<file path="src/design/nlct_pkg.sv">
// Shared types and constants of the nearest light cull table.
`default_nettype none

package nlct_pkg;

  localparam int CNT_W   = 7;
  localparam int SQ_W    = 41;
  localparam int ACC_W   = 42;
  localparam int KEY_W   = 43;
  localparam int ROOT_W  = 28;
  localparam int SRC_W   = 56;
  localparam int NUMER_W = 37;
  localparam int REM_W   = 32;

  localparam logic [5:0] SQRT_STEPS = 6'd28;
  localparam logic [5:0] DIV_STEPS  = 6'd37;

  localparam logic [2:0] CMD_POINT  = 3'd0;
  localparam logic [2:0] CMD_DIR    = 3'd1;
  localparam logic [2:0] CMD_UPDATE = 3'd2;
  localparam logic [2:0] CMD_CLEAR  = 3'd3;
  localparam logic [2:0] CMD_CULL   = 3'd4;
  localparam logic [2:0] CMD_SUN    = 3'd5;

  localparam logic [1:0] ST_OK   = 2'd0;
  localparam logic [1:0] ST_FULL = 2'd1;
  localparam logic [1:0] ST_BAD  = 2'd2;

  // default sun direction 0.3, 0.5, 0.8 in Q12.8
  localparam logic signed [19:0] SUN_X = 20'sd77;
  localparam logic signed [19:0] SUN_Y = 20'sd128;
  localparam logic signed [19:0] SUN_Z = 20'sd205;

  localparam logic [6:0] LIMIT_RESET = 7'd32;

  typedef struct packed {
    logic [2:0]         command;
    logic [5:0]         slot_index;
    logic [6:0]         active_limit;
    logic signed [19:0] coord_x;
    logic signed [19:0] coord_y;
    logic signed [19:0] coord_z;
    logic [18:0]        radius;
    logic [31:0]        color_rgba;
    logic [15:0]        intensity;
  } in_t;

  typedef struct packed {
    logic [1:0]         status;
    logic [5:0]         entry_slot;
    logic               light_kind;
    logic               light_on;
    logic signed [19:0] out_x;
    logic signed [19:0] out_y;
    logic signed [19:0] out_z;
    logic [18:0]        out_radius;
    logic [31:0]        out_color;
    logic [15:0]        out_intensity;
    logic [6:0]         enabled_total;
    logic               last;
  } out_t;

  typedef struct packed {
    logic               kind;
    logic               on;
    logic signed [19:0] x;
    logic signed [19:0] y;
    logic signed [19:0] z;
    logic [18:0]        radius;
    logic [31:0]        color;
    logic [15:0]        intensity;
  } entry_t;

  typedef enum logic {RD_SQRT, RD_DIV} rd_mode_t;

  typedef struct packed {
    logic               start;
    rd_mode_t           mode;
    logic [SRC_W-1:0]   op_a;
    logic [ROOT_W-1:0]  divisor;
  } rd_req_t;

  typedef enum logic [3:0] {
    S_IDLE, S_NSQ, S_ROOT, S_DSTART, S_DIV, S_NWR, S_UPD,
    S_DRD, S_DIST, S_SCAN, S_PICK, S_MOVE, S_SUNRD, S_SUN
  } state_t;

endpackage

`default_nettype wire

</file>
<file path="src/design/nlct_root_div.sv">
// Bit-serial square root and restoring divider sharing one compare-subtract.
`default_nettype none

module nlct_root_div import nlct_pkg::*; (
  input  logic                 clk,
  input  logic                 rst,
  input  rd_req_t              req,
  output logic                 done,
  output logic [NUMER_W-1:0]   res
);

  logic [SRC_W-1:0]  src;
  logic [REM_W-1:0]  rem;
  logic [ROOT_W-1:0] divisor;
  logic [5:0]        cnt;
  logic              active;
  rd_mode_t          mode;

  logic [REM_W-1:0]  shifted;
  logic [REM_W-1:0]  trial;
  logic              ge;
  logic [REM_W-1:0]  rem_next;
  logic [SRC_W-1:0]  src_next;

  always_comb begin
    if (mode == RD_DIV) begin
      shifted  = {rem[REM_W-2:0], src[SRC_W-1]};
      trial    = REM_W'(divisor);
      src_next = {src[SRC_W-2:0], 1'b0};
    end else begin
      shifted  = {rem[REM_W-3:0], src[SRC_W-1:SRC_W-2]};
      trial    = {res[REM_W-3:0], 2'b01};
      src_next = {src[SRC_W-3:0], 2'b00};
    end
    ge       = shifted >= trial;
    rem_next = ge ? shifted - trial : shifted;
  end

  always_ff @(posedge clk) begin
    if (rst) begin
      active <= 1'b0;
      done   <= 1'b0;
    end else begin
      done <= 1'b0;
      if (req.start) begin
        src     <= req.op_a;
        divisor <= req.divisor;
        mode    <= req.mode;
        rem     <= '0;
        res     <= '0;
        cnt     <= (req.mode == RD_DIV) ? DIV_STEPS : SQRT_STEPS;
        active  <= 1'b1;
      end else if (active) begin
        src <= src_next;
        rem <= rem_next;
        res <= {res[NUMER_W-2:0], ge};
        cnt <= cnt - 6'd1;
        if (cnt == 6'd1) begin
          active <= 1'b0;
          done   <= 1'b1;
        end
      end
    end
  end

endmodule

`default_nettype wire

</file>
<file path="config.mk">
export PLATFORM = sky130hd
export DESIGN_NAME = nlct_root_div
export DESIGN_NICKNAME = d
export VERILOG_FILES = /design/src/design/nlct_pkg.sv /design/src/design/nlct_root_div.sv
export SDC_FILE = /design/constraint.sdc
export NUM_CORES = 1
export LEC_CHECK = 0
export BUFFER_PORTS_ARGS = -buffer_cell sky130_fd_sc_hd__clkbuf_2
export CORE_ASPECT_RATIO = 0.6
export CORE_MARGIN = 10
export CORE_UTILIZATION = 30
export CTS_CLUSTER_SIZE = 24
export DETAILED_ROUTE_END_ITERATION = 12
export PLACE_DENSITY = 0.5
export RECOVER_POWER = 25
export SYNTH_ARGS = -nofsm -noshare
export SYNTH_HDL_FRONTEND = slang
export SYNTH_SLANG_ARGS = --single-unit
</file>
<file path="constraint.sdc">
create_clock -name clk -period 9.25 [get_ports clk]
set_input_delay 0 -clock clk [delete_from_list [all_inputs] [get_ports clk]]
set_output_delay 0 -clock clk [all_outputs]
set_load 0.005 [all_outputs]
</file>
==> summary.md <==
| Metric | Value |
|---|---|
| Status | `finished, violations left` |
| Violations in the final reports | `max-capacitance violations, max-slew violations` |
| Hold Path Origin | `req[22]` |
| Design Power | `around 2.3 mW` |
| Final Net Count | `around 1100` |
| Share of cells above drive strength 1 | `around 17%` |
| Most frequent cells in the layout | `edfxtp_1, mux2i_1, nand2_1, dlygate4sd3_1, clkbuf_2` |
| FF-to-FF End | `rem[27]$_SDFFCE_PP0P_` |
| CP endpoint kind | `register` |
| Startpoint types | `register` |
| Largest net degree at the start of global routing | `73` |
| CTS H-tree depth | `4` |
| Via count | `around 7000` |
| Reg2reg start | `mode$_DFFE_PP_` |
| Syn nets | `around 940` |
| Setup Fix Bufs, Post-CTS | `0` |
| DRT Wirelength | `24210 µm` |
| Hold/Removal Path Class | `in -> reg` |
| Fmax | `220.6 MHz` |
| Slowest cell delay on critical path | `around 0.70 ns` |
| Number of global-route vias before repair | `~7000` |
| Post-DR wirelength/cell | `16.93 µm` |
| Worst-margin pin slew | `roughly 3.2 ns` |
| RSZ-0062 raised after global routing | `false` |
| Leading cell type in the layout, fill and taps excluded | `edfxtp_1` |
| # clock sinks | `roughly 160` |
| Ys async rst share | `0%` |
| ANT nets after route | `0` |
| Crit path kind | `reg -> reg` |
| Leakage | `around 4.6 nW` |
| Avg Cell Area, Syn | `roughly 11 µm²` |
| Slowest cell on the critical path | `buf_4` |
| Max cap viols | `3` |
| Final Hold Fails | `0` |
| Worst hold margin | `around 0.26 ns` |
| Cell count of the worst reg-to-reg path | `13` |
| CTS Buf Count | `17` |
| Initial antenna violation count | `0` |
| Count of pins over their slew limit | `roughly 190` |
| Fin area | `0.01172 mm²` |
| Clk Tree Root Cell | `clkbuf_16` |
| # IOs | `between 100 and 150` |
| TritonCTS clock tree | `done` |
| Place WS | `about 4.8 ns` |
| Final core utilization | `between 30% and 40%` |
| Die width | `247.0 µm` |
| Cell chain of the critical path | `buf_4 > mux2i_1 > ha_1 > inv_1 > fa_1 > a211oi_1 > o21ai_1 > o21ai_1 > a211oi_2 > nor3_2 > o21a_1 > a2111oi_0 > a311o_1` |
| CP max FO | `60` |
| Slew margin rel. | `-113.2%` |
| Post-synth top area cell | `edfxtp_1` |
| Post-Place Cells | `1311` |
| Final WS setup | `about 4.7 ns` |
| Synth warn | `0` |
| First-pass GRT wire length | `about 39000 µm` |
| Yosys reg bits | `around 160` |
| EDFF count, synth | `159` |
| Worst Path Arrival | `4.73 ns` |
| IO Port Bufs | `125` |
| Die ar. | `0.03859 mm²` |
| Die H | `156.2 µm` |
| Mapped Cells | `slightly above 800` |
| Post-Layout Cell Count | `around 1400` |
| Post-DP HPWL | `around 17000 µm` |
| Post-synthesis sequential area ratio | `51.89%` |
| Distinct cells, synth | `58` |
| Total track usage | `about an eighth` |
| GP Congestion | `about 0.85` |
| Row count | `between 40 and 50` |
| Worst Skew | `between 0.015 and 0.02 ns` |
| Core Footprint | `about 0.030 mm²` |
| Clock Pin Slew Worst Setup and Hold Paths | `around 0.07 ns` |
| Worst skew pair latency | `0.45 ns` |
| WP data required | `~9.4 ns` |
| Top FF cell, synth | `edfxtp_1` |
| Hold path endpoint | `divisor[22]$_DFFE_PP_` |
| CP most frequent cell | `o21ai_1` |
| Synth top area share | `around half` |
| Top cells by area, synth | `edfxtp_1, mux2i_1, ha_1, nand2_1, o21ai_0` |
| Min Clock Period, post-route | `4.534 ns` |
| Starting density of the core | `a little under a third` |
| CTS Buffer Depth | `2` |
| Final Setup Violations | `0` |
| Global route overflow | `0` |
| Via density | `about 4.8` |
| Iteration-0 DRC Markers | `between 300 and 400` |
| Worst hold stages | `2` |
| DRT Pass-1 Iters | `5` |
| Worst VDD drop | `0.1245 mV` |
| Post-Syn Area | `just over 0.009 mm²` |
| Dpl cell area | `0.01029 mm²` |
| Drc violations | `0` |
| Reg2Reg Setup Slack | `around 4.7 ns` |
| Setup TNS | `0 ns` |
| PD cells | `slightly below 200 mW/mm²` |
| Final Cycle Share | `about half` |
| Area grow syn2layout | `26.28%` |
-- metal layers --
layer | track usage, % | part of all wire [%] | vias up
met5 | 0 | 0 | -
met4 | 3.724 | 1.1 | 0
met3 | 3.417 | 4.3 | 15
met2 | 16.91 | 40 | 127
met1 | 19.10 | 54 | 3312
li1 | - | - | 3419
-- cell usage after synthesis, drive strengths merged, types with 3 or more instances --
library cell	count
nor2b	40
and2	4
o21bai	4
a211o	3
nor2	42
mux2i	96
or3	3
edfxtp	159
nor3	7
mux2	31
inv	9
a21boi	3
o21a	4
a211oi	11
xnor2	12
and3	6
nand3	14
buf	17
a31o	4
a21o	8
o21ai	78
nand2	96
nand2b	7
a31oi	8
xor2	13
a21oi	42
clkbuf	25
nand4	5
o211ai	3
ha	34
-- state kept, by name, indices dropped and copies added, names as in the netlist --
register  count
mode          1
res          37
rem          31
divisor      28
done          1
active        1
cnt           6
src          56
-- how the worst max path moves through the flow --
stage	slack, ns	start	end	cells past startpoint
floorplan	2.60	req[85]	cnt[0]$_DFFE_PP_	4
global placement	5.03	mode$_DFFE_PP_	rem[27]$_SDFFCE_PP0P_	13
detailed placement	4.84	mode$_DFFE_PP_	rem[27]$_SDFFCE_PP0P_	13
CTS	4.84	mode$_DFFE_PP_	rem[27]$_SDFFCE_PP0P_	13
global route	4.26	mode$_DFFE_PP_	rem[27]$_SDFFCE_PP0P_	13
finish	4.72	mode$_DFFE_PP_	rem[27]$_SDFFCE_PP0P_	13
-- power by group --
group | leakage (nW) | internal [mW] | switching (mW)
sequential | 1.55 | 0.884 | 0.0307
clock | 0.298 | 0.434 | 0.329
combinational | 2.70 | 0.269 | 0.366
-- critical path: cells and delay by family, from the launching register on --
family / cells / cell delay (ns)
buffers and inverters: 2 / 0.75
AOI/OAI and AO/OA: 7 / 1.95
muxes: 1 / 0.31
DFF: 1 / 0.34
adders and majority gates: 2 / 0.62
and+or+nand+nor: 1 / 0.26
-- layout make-up --
cell class	count	area [µm²]
Timing Repair Buffer	218	1483
Antenna cell	1	2.502
Inverter	9	33.78
Fill cell	2972	18510
Multi-Input combinational cell	601	4250
Clock inverter	15	197.7
Sequential cell	161	4815
Clock buffer	17	425.4
Tap cell	408	510.5
-- cells by family (layout without fill, tap and decap cells) --
| family | Yosys count | in the layout | share of synthesized area (%) |
|---|---|---|---|
| compound gates | 180 | 180 | 12.23 |
| other cells | 0 | 1 | 0 |
| flops | 161 | 161 | 51.89 |
| xor+xnor | 25 | 25 | 2.360 |
| mux | 127 | 127 | 14.12 |
| buf+inv | 51 | 259 | 2.468 |
| fa+ha+maj | 35 | 35 | 4.800 |
| simple gates | 234 | 234 | 12.14 |
-- what timing repair did --
item | in CTS | in global routing
hold buffers | 86 | 0
endpoints found under the hold margin | 88 | 0
gates resized for setup | 0 | 0
Power figures use the tool's default switching activity.
